File: src/sv/ultrasonic_range_sampler_defines.svh
// Assertion macros shared by the ultrasonic range sampler RTL.
`ifndef ULTRASONIC_RANGE_SAMPLER_DEFINES_SVH
`define ULTRASONIC_RANGE_SAMPLER_DEFINES_SVH

// Same-cycle implication, inactive while reset is asserted.
`define URS_ASSERT_SAME(label, ante, cons, msg) \
    label: assert property (@(posedge i_clk) disable iff (!i_rst_n) \
        (ante) |-> (cons)) else $error(msg);

// Next-cycle implication, inactive while reset is asserted.
`define URS_ASSERT_NEXT(label, ante, cons, msg) \
    label: assert property (@(posedge i_clk) disable iff (!i_rst_n) \
        (ante) |=> (cons)) else $error(msg);

`endif

File: src/sv/urs_pkg.sv
// Types, constants and helpers for the ultrasonic range sampler.
package urs_pkg;

    localparam int unsigned TrigW  = 10;
    localparam int unsigned IntvW  = 20;
    localparam int unsigned TickW  = 24;
    localparam int unsigned ScaleW = 16;
    localparam int unsigned DistW  = 16;
    localparam int unsigned CfgW   = 24;
    localparam int unsigned CfgIdxW = 2;

    localparam logic [TrigW-1:0]  TrigReset    = 10'd11;
    localparam logic [IntvW-1:0]  IntvReset    = 20'd51000;
    localparam logic [TickW-1:0]  TimeoutReset = 24'd1000000;
    localparam logic [ScaleW-1:0] ScaleReset   = 16'd1124;

    typedef enum logic [CfgIdxW-1:0] {
        CFG_TRIGGER  = 2'd0,
        CFG_INTERVAL = 2'd1,
        CFG_TIMEOUT  = 2'd2,
        CFG_SCALE    = 2'd3
    } t_cfg_idx;

    typedef enum logic [2:0] {
        PH_IDLE      = 3'd0,
        PH_TRIG      = 3'd1,
        PH_WAIT_LOW  = 3'd2,
        PH_WAIT_RISE = 3'd3,
        PH_MEASURE   = 3'd4
    } t_phase;

    // Increment that sticks at the all-ones value.
    function automatic logic [TickW-1:0] sat_inc24(input logic [TickW-1:0] v);
        sat_inc24 = (&v) ? v : v + TickW'(1);
    endfunction

endpackage

File: src/sv/ultrasonic_range_sampler.sv
// Ultrasonic range sampler: trigger/echo sequencing and averaged distance.
// The result of an input transfer appears in the output register in the next cycle.
// Throughput: one tick per cycle; the whole step, including the 24x16 scale
// multiply and the averaging add, is one combinational pass between registers.
// A new tick is taken while a result waits, as long as that result leaves too.
// Reset (synchronous, active low) restores the register defaults, idles the
// sequencer with the interval elapsed and clears the stored distance.
`include "ultrasonic_range_sampler_defines.svh"

module ultrasonic_range_sampler (
    input  logic                             i_clk,
    input  logic                             i_rst_n,
    input  logic                             i_in_valid,
    output logic                             o_in_ready,
    input  logic                             i_echo_level,
    output logic                             o_out_valid,
    input  logic                             i_out_ready,
    output logic                             o_trigger_level,
    output logic [urs_pkg::DistW-1:0]        o_distance_cm,
    output logic                             o_updated,
    output logic                             o_no_echo,
    input  logic                             i_cfg_we,
    input  logic [urs_pkg::CfgIdxW-1:0]      i_cfg_index,
    input  logic [urs_pkg::CfgW-1:0]         i_cfg_data
);

    localparam int unsigned ProdW = urs_pkg::TickW + urs_pkg::ScaleW;

    // Configuration registers
    logic [urs_pkg::TrigW-1:0]  r_trigger_us;
    logic [urs_pkg::IntvW-1:0]  r_interval_us;
    logic [urs_pkg::TickW-1:0]  r_timeout_us;
    logic [urs_pkg::ScaleW-1:0] r_scale_q16;

    // Sequencer state
    urs_pkg::t_phase            r_phase, n_phase;
    logic [urs_pkg::TickW-1:0]  r_phase_ticks, n_phase_ticks;
    logic [urs_pkg::IntvW-1:0]  r_since, n_since;
    logic [urs_pkg::TickW-1:0]  r_echo_width, n_echo_width;
    logic [urs_pkg::DistW-1:0]  r_dist, n_dist;

    // Output register
    logic                       r_out_valid;
    logic                       r_trigger_level, n_trigger_level;
    logic                       r_updated, n_updated;
    logic                       r_no_echo, n_no_echo;

    logic                       w_accept;
    logic                       w_start;
    urs_pkg::t_phase            w_phase;
    logic [urs_pkg::TickW-1:0]  w_ticks;
    logic [urs_pkg::TickW-1:0]  w_ticks_inc;
    logic [urs_pkg::IntvW-1:0]  w_since;
    logic                       w_meas_done;
    logic                       w_timeout;
    logic [ProdW-1:0]           w_product;
    logic [urs_pkg::DistW-1:0]  w_sample;
    logic [urs_pkg::DistW:0]    w_sum;
    logic [urs_pkg::DistW-1:0]  w_avg;

    assign o_in_ready = !r_out_valid || i_out_ready;
    assign w_accept   = i_in_valid && o_in_ready;

    // A new ranging cycle begins when idle and the interval has run out.
    assign w_start     = (r_phase == urs_pkg::PH_IDLE) && (r_since >= r_interval_us);
    assign w_phase     = w_start ? urs_pkg::PH_TRIG : r_phase;
    assign w_ticks     = w_start ? '0 : r_phase_ticks;
    assign w_since     = w_start ? '0 : r_since;
    assign w_ticks_inc = urs_pkg::sat_inc24(w_ticks);

    assign w_meas_done = (w_phase == urs_pkg::PH_MEASURE) && !i_echo_level;
    assign w_timeout   = !w_meas_done && (w_phase != urs_pkg::PH_IDLE)
                         && (w_phase != urs_pkg::PH_TRIG)
                         && (w_ticks_inc >= r_timeout_us);

    // Only a completed echo with a nonzero sample moves the distance; a timeout does not.
    assign w_product = ProdW'(r_echo_width) * ProdW'(r_scale_q16);
    assign w_sample  = (|w_product[ProdW-1:urs_pkg::DistW+16])
                       ? '1 : w_product[urs_pkg::DistW+15:16];
    assign w_sum     = {1'b0, r_dist} + {1'b0, w_sample};
    assign w_avg     = w_sum[urs_pkg::DistW:1];

    // Next-state logic
    always_comb begin
        n_phase       = w_phase;
        n_phase_ticks = w_ticks;
        n_echo_width  = r_echo_width;
        n_since       = (&w_since) ? w_since : w_since + urs_pkg::IntvW'(1);
        case (w_phase)
            urs_pkg::PH_IDLE: begin
            end
            urs_pkg::PH_TRIG: begin
                n_phase_ticks = w_ticks_inc;
                if (w_ticks_inc >= urs_pkg::TickW'(r_trigger_us)) begin
                    n_phase       = urs_pkg::PH_WAIT_LOW;
                    n_phase_ticks = '0;
                end
            end
            urs_pkg::PH_WAIT_LOW: begin
                n_phase_ticks = w_ticks_inc;
                if (!i_echo_level) begin
                    n_phase = urs_pkg::PH_WAIT_RISE;
                end
            end
            urs_pkg::PH_WAIT_RISE: begin
                n_phase_ticks = w_ticks_inc;
                if (i_echo_level) begin
                    n_phase      = urs_pkg::PH_MEASURE;
                    n_echo_width = urs_pkg::TickW'(1);
                end
            end
            urs_pkg::PH_MEASURE: begin
                n_phase_ticks = w_ticks_inc;
                if (i_echo_level) begin
                    n_echo_width = urs_pkg::sat_inc24(r_echo_width);
                end
            end
            default: begin
                n_phase       = urs_pkg::PH_IDLE;
                n_phase_ticks = '0;
            end
        endcase
        if (w_meas_done || w_timeout) begin
            n_phase       = urs_pkg::PH_IDLE;
            n_phase_ticks = '0;
            n_echo_width  = '0;
        end
    end

    // Output logic
    always_comb begin
        n_trigger_level = (w_phase == urs_pkg::PH_TRIG);
        n_no_echo       = w_timeout;
        n_dist          = r_dist;
        n_updated       = 1'b0;
        if (w_meas_done && (w_sample != '0)) begin
            n_dist    = w_avg;
            n_updated = (w_avg != r_dist);
        end
    end

    always_ff @(posedge i_clk) begin
        if (!i_rst_n) begin
            r_trigger_us  <= urs_pkg::TrigReset;
            r_interval_us <= urs_pkg::IntvReset;
            r_timeout_us  <= urs_pkg::TimeoutReset;
            r_scale_q16   <= urs_pkg::ScaleReset;
        end else if (i_cfg_we) begin
            case (urs_pkg::t_cfg_idx'(i_cfg_index))
                urs_pkg::CFG_TRIGGER:  r_trigger_us  <= i_cfg_data[urs_pkg::TrigW-1:0];
                urs_pkg::CFG_INTERVAL: r_interval_us <= i_cfg_data[urs_pkg::IntvW-1:0];
                urs_pkg::CFG_TIMEOUT:  r_timeout_us  <= i_cfg_data[urs_pkg::TickW-1:0];
                urs_pkg::CFG_SCALE:    r_scale_q16   <= i_cfg_data[urs_pkg::ScaleW-1:0];
                default: begin
                end
            endcase
        end
    end

    always_ff @(posedge i_clk) begin
        if (!i_rst_n) begin
            r_phase       <= urs_pkg::PH_IDLE;
            r_phase_ticks <= '0;
            r_since       <= '1;
            r_echo_width  <= '0;
            r_dist        <= '0;
            r_out_valid   <= 1'b0;
        end else begin
            if (w_accept) begin
                r_phase       <= n_phase;
                r_phase_ticks <= n_phase_ticks;
                r_since       <= n_since;
                r_echo_width  <= n_echo_width;
                r_dist        <= n_dist;
                r_out_valid   <= 1'b1;
            end else if (i_out_ready) begin
                r_out_valid <= 1'b0;
            end
        end
    end

    always_ff @(posedge i_clk) begin
        if (w_accept) begin
            r_trigger_level <= n_trigger_level;
            r_updated       <= n_updated;
            r_no_echo       <= n_no_echo;
        end
    end

    assign o_out_valid     = r_out_valid;
    assign o_trigger_level = r_trigger_level;
    assign o_distance_cm   = r_dist;
    assign o_updated       = r_updated;
    assign o_no_echo       = r_no_echo;

    `URS_ASSERT_SAME(a_measure_width, r_phase == urs_pkg::PH_MEASURE,
        r_echo_width != '0, "echo width is zero while measuring")
    `URS_ASSERT_SAME(a_upd_vs_timeout, r_out_valid,
        !(r_updated && r_no_echo), "update and timeout reported together")
    `URS_ASSERT_NEXT(a_upd_changes, w_accept && n_updated,
        r_dist != $past(r_dist), "update flagged without a distance change")
    `URS_ASSERT_NEXT(a_hold_state, !w_accept,
        $stable(r_phase) && $stable(r_dist) && $stable(r_since),
        "sequencer state moved without an input transfer")

endmodule

File: config.mk
export PLATFORM = sky130hd
export DESIGN_NAME = ultrasonic_range_sampler
export DESIGN_NICKNAME = d
export VERILOG_FILES = /design/src/sv/urs_pkg.sv /design/src/sv/ultrasonic_range_sampler.sv
export VERILOG_INCLUDE_DIRS = /design/src /design/src/sv
export SDC_FILE = /design/constraint.sdc
export NUM_CORES = 1
export LEC_CHECK = 0
export ABC_AREA = 1
export BUFFER_PORTS_ARGS = -buffer_cell sky130_fd_sc_hd__buf_2
export CAP_MARGIN = 20
export CORE_ASPECT_RATIO = 1.2
export CORE_MARGIN = 2
export CORE_UTILIZATION = 54
export DETAILED_ROUTE_END_ITERATION = 8
export HOLD_SLACK_MARGIN = 0.05
export PLACE_DENSITY_LB_ADDON = 0.2
export SETUP_SLACK_MARGIN = 0.05
export SLEW_MARGIN = 20
export SYNTH_ARGS = -nofsm -noshare
export SYNTH_HDL_FRONTEND = slang
export SYNTH_SLANG_ARGS = --single-unit
File: constraint.sdc
create_clock -name i_clk -period 20.7 [get_ports i_clk]
set_input_delay 1.035 -clock i_clk [delete_from_list [all_inputs] [get_ports i_clk]]
set_output_delay 1.035 -clock i_clk [all_outputs]
set_load 0.01 [all_outputs]
==> results by stage <==
Critical path:
- On the worst path, the slowest cell contributes a delay of ~1.0 ns.
- The kind of start point of the critical path is a register.
- The startpoint identified for the worst register-to-register timing path is r_scale_q16[7].
- Of all nets on the critical path, the largest fanout is 25.
- The data arrival time of the worst path is between 9 and 10 ns.
- The nature of the critical path endpoint is a register.
- Grouping stages by cell kind, the critical path spends the most delay in adder cells.
- The data required time of the critical path is around 21 ns.
- Counting both buffers and inverters, the worst setup path holds a total of 6.
- The critical setup path kind is reg -> reg.
- Counting stages on the worst path, the most repeated cell is sky130_fd_sc_hd__nand2_1.
- Tracing the worst setup path back leads to its startpoint at r_scale_q16[7].
- The cell with the biggest individual delay on the critical path is sky130_fd_sc_hd__dfxtp_1.
- The worst setup slack for register-to-register paths is around 11 ns.

GRT:
- The initial antenna violation count is 1.
- The via count of the first global-routing pass is 22229.
- The maximum number of pins on one net before global-route repair is between 60 and 70.
- The global-route wire length before repair is 113 mm.
- The aggregate global-route resource usage is a little under a third.
- The residual overflow from global routing is 0.

Drt:
- Before antenna repair, the detailed router went through 6 iterations.
- The met1 wire length is about 26 mm.
- The amount of wire on met2 after detailed routing is 34.3 mm.
- The post-detailed-route DRC marker count is 0.
- The wire length per cell is between 15 and 20 um.
- The total met3 wirelength after detailed routing is ~3.7 mm.
- The number of violations reported at the end of detailed-routing iteration 0 is 1392.
- The sum of routed wire length over all layers is 68.0 mm.
- The topmost layer with routed signal wires is met5.
- The via density per instance is between 5 and 6.
- For this block, the via count after detailed routing is 21292.
- The number of nets still failing antenna checks after routing is 0.

Finish:
- In the layout the commonest cells are sky130_fd_sc_hd__nand2_1 (859), sky130_fd_sc_hd__inv_1 (763), sky130_fd_sc_hd__fa_1 (306), sky130_fd_sc_hd__nor2_1 (211).
- Compared with the post-synthesis result, the final layout area differs by 4.49%.
- Counting the fill cells in the layout gives 4156.
- The count of nets after finishing is between 3000 and 4000.
- The final cell area excluding filler cells is 24700 um2.
- The number of antenna diodes is 0.
- The library cell used most frequently in the layout, excluding fill and tap cells, is sky130_fd_sc_hd__nand2_1.
- In the final layout, the share of cells above drive strength 1 is approximately 5.4%.

Clock network:
- The count of instances resized after the clock tree is built is 0.
- The clock-pin slew on the worst setup and hold paths is 0.08 ns.
- The H-tree generated during clock tree synthesis spans 4 levels.
- The clock network latency to the later pin of the worst-skew pair is about 0.48 ns.
- The maximum clock insertion buffer count is 2.
- The number of setup buffers added after CTS is 0.
- TritonCTS built the clock tree.
- The number of buffers created by CTS is 17.
- Hold repair after CTS inserted 0 buffers.
- Counting every sink on the clock net gives 161.
- CTS placed an instance of sky130_fd_sc_hd__clkbuf_16 at the clock tree root.

Status:
- The flow ran to the end, and the final reports show no timing, DRC or antenna violations.

STA:
- The total count of hold-check failures in the final report is 0.
- The final critical path time including I/O delays and setup is roughly 9.5 ns.
- The transition at the pin with the smallest max-transition slack is 1.18 ns.
- Setup violations remaining at the end of the flow were counted as 0.
- The setup slack after layout is about 11 ns.
- Static timing analysis puts the maximum clock frequency at roughly 100 MHz.
- For the final routed database, the setup TNS stands at 0 ns.
- Setup repair after global routing left no endpoint under its margin.
- Between clock sinks in the finished design, the worst skew comes to about 0.017 ns.
- The worst pin sits at a relative slew slack of 21.5%.
- The post-route clock period utilization is around 46%.
- The max-slew violation total from the final report was 0.

Place:
- Port buffering added 52 buffers.
- The worst setup timing slack at the placement stage is 11.27 ns.
- The HPWL after detailed placement is ~53 mm.
- The instance area at placement is 24000 um2.
- The congestion estimate from routability-driven global placement came to 0.945.

Yosys:
- The cell taking the most area after synthesis is sky130_fd_sc_hd__fa_1.
- The mean instance size in the synthesized netlist is around 7 um2.
- Sequential elements use 13.8% of the synthesized area.
- The top-area cell type share of the netlist area is between 20% and 30%.
- After technology mapping, the gate count stands at between 3000 and 4000.
- The post-synth design cell area is 23600 um2.
- After synthesis, the cell types taking the most area are sky130_fd_sc_hd__fa_1 (26%), sky130_fd_sc_hd__nand2_1 (14%), sky130_fd_sc_hd__dfxtp_1 (13%).
- The count of cell types in the netlist is 56.
- The net count after synthesis is 3892.
- The Yosys step of the flow raised 0 warnings.
- The post-synthesis sequential element count is between 150 and 200.

Floorplan:
- The area enclosed by the die boundary is between 40000 and 50000 um2.
- The total number of placement rows is between 80 and 90.
- The floorplan step set the die width to 195 um.
- The vertical die dimension is about 230 um.
- For this configuration, the core starts out at a cell density of between 50% and 60%.
- After floorplanning, the core was sized to cover approximately 43000 um2.
- The number of I/O pins is 53.

Worst hold path:
- The startpoint of the tightest hold check path is r_trigger_us[5].
- The type of the tightest min-delay check is reg -> reg.

Flow run:
- The tool flagged a number of max-cap violations equal to 0.

Pwr:
- IR analysis of the VDD net gives a maximum drop of slightly above 0.06 mV.
- The leakage dissipation is 13.2 nW.
- The power density relative to cell area is ~32 nW/um2.
## final timing paths
path                            depth (start not counted)         endpoint
worst max-delay path                                   42        o_updated
worst min-delay path                                    2  r_trigger_us[5]
worst min register to register                          2  r_trigger_us[5]
worst max register to register                         42        o_updated
## power breakdown
part	internal (mW)	switching (mW)
Sequential	0.324	0.0204
Combinational	0.0335	0.0856
Clock	0.169	0.163
Total	0.526	0.269
## registers in the layout, indices dropped and copies added, names as in the netlist
name             count
r_timeout_us        24
o_updated            1
r_scale_q16         16
r_since             20
o_distance_cm       16
r_trigger_us        10
r_phase              3
o_trigger_level      1
o_out_valid          1
o_no_echo            1
r_interval_us       20
r_phase_ticks       24
r_echo_width        24
## layout make-up
| cell class | instances | area, um2 | share of cell area (%) |
|---|---|---|---|
| Clock inverter | 14 | 161 | 0.655 |
| Clock buffer | 18 | 450 | 1.83 |
| Multi-Input combinational cell | 2289 | 16800 | 68.2 |
| Tap cell | 552 | 691 | 2.80 |
| Timing Repair Buffer | 65 | 365 | 1.48 |
| Sequential cell | 161 | 3260 | 13.2 |
| Inverter | 776 | 2910 | 11.8 |
## cells in the mapped netlist (all sizes together)
cell type / instances
a2111oi: 1
xor2: 42
buf: 39
o311ai: 1
o221a: 1
clkinv: 1
xnor2: 14
nand2: 866
a31oi: 6
fa: 306
nor3: 34
or2: 10
a221oi: 1
dfxtp: 158
edfxtp: 3
ha: 181
a21oi: 186
nand4: 29
nand3: 143
o211ai: 28
a211oi: 11
o21ai: 143
o221ai: 2
a21boi: 1
nor2: 228
a21o: 9
and2: 2
inv: 775
and3b: 1
o22ai: 7
clkbuf: 108
nand3b: 7
o31ai: 1
o21a: 7
nor3b: 3
o21bai: 2
nor4: 16
## per-stage QoR
step	hold slack [ns]	cells	power, mW	util (%)
after CTS	0.463	3875	0.799	57.3
after global routing	0.482	3875	0.829	57.3
after detailed placement	0.452	3843	0.468	55.9
final	0.466	3875	0.796	57.3
after floorplan	0.435	3373	0.433	-
after global placement	0.446	3842	0.464	55.9
## worst reg2reg max path: cells and delay by family (launching register included)
kind / cells / cell delay [ns]
AOI/OAI and AO/OA: 5 / 0.88
xor gates and xnor gates: 2 / 0.32
adders and majority gates: 8 / 3.94
buffers and inverters: 6 / 0.36
DFF: 1 / 1.04
and+or+nand+nor: 21 / 2.77
## metal layers
layer | vias up | GRT usage [%]
met5 | - | 0
met4 | 2 | 17.1
met3 | 199 | 4.90
met2 | 709 | 57.2
met1 | 10299 | 36.0
li1 | 10083 | -
## cells by family (layout without fill, tap and decap cells)
| kind of cell | count (synthesis) | after routing | share of synthesized area, % |
|---|---|---|---|
| flops | 161 | 161 | 13.8 |
| compound gates | 407 | 407 | 9.58 |
| xor+xnor | 56 | 56 | 2.08 |
| simple gates | 1339 | 1339 | 24.0 |
| fa+ha+maj | 487 | 487 | 35.6 |
| buf+inv | 923 | 873 | 15.0 |
(Power assumes the default switching activity.)
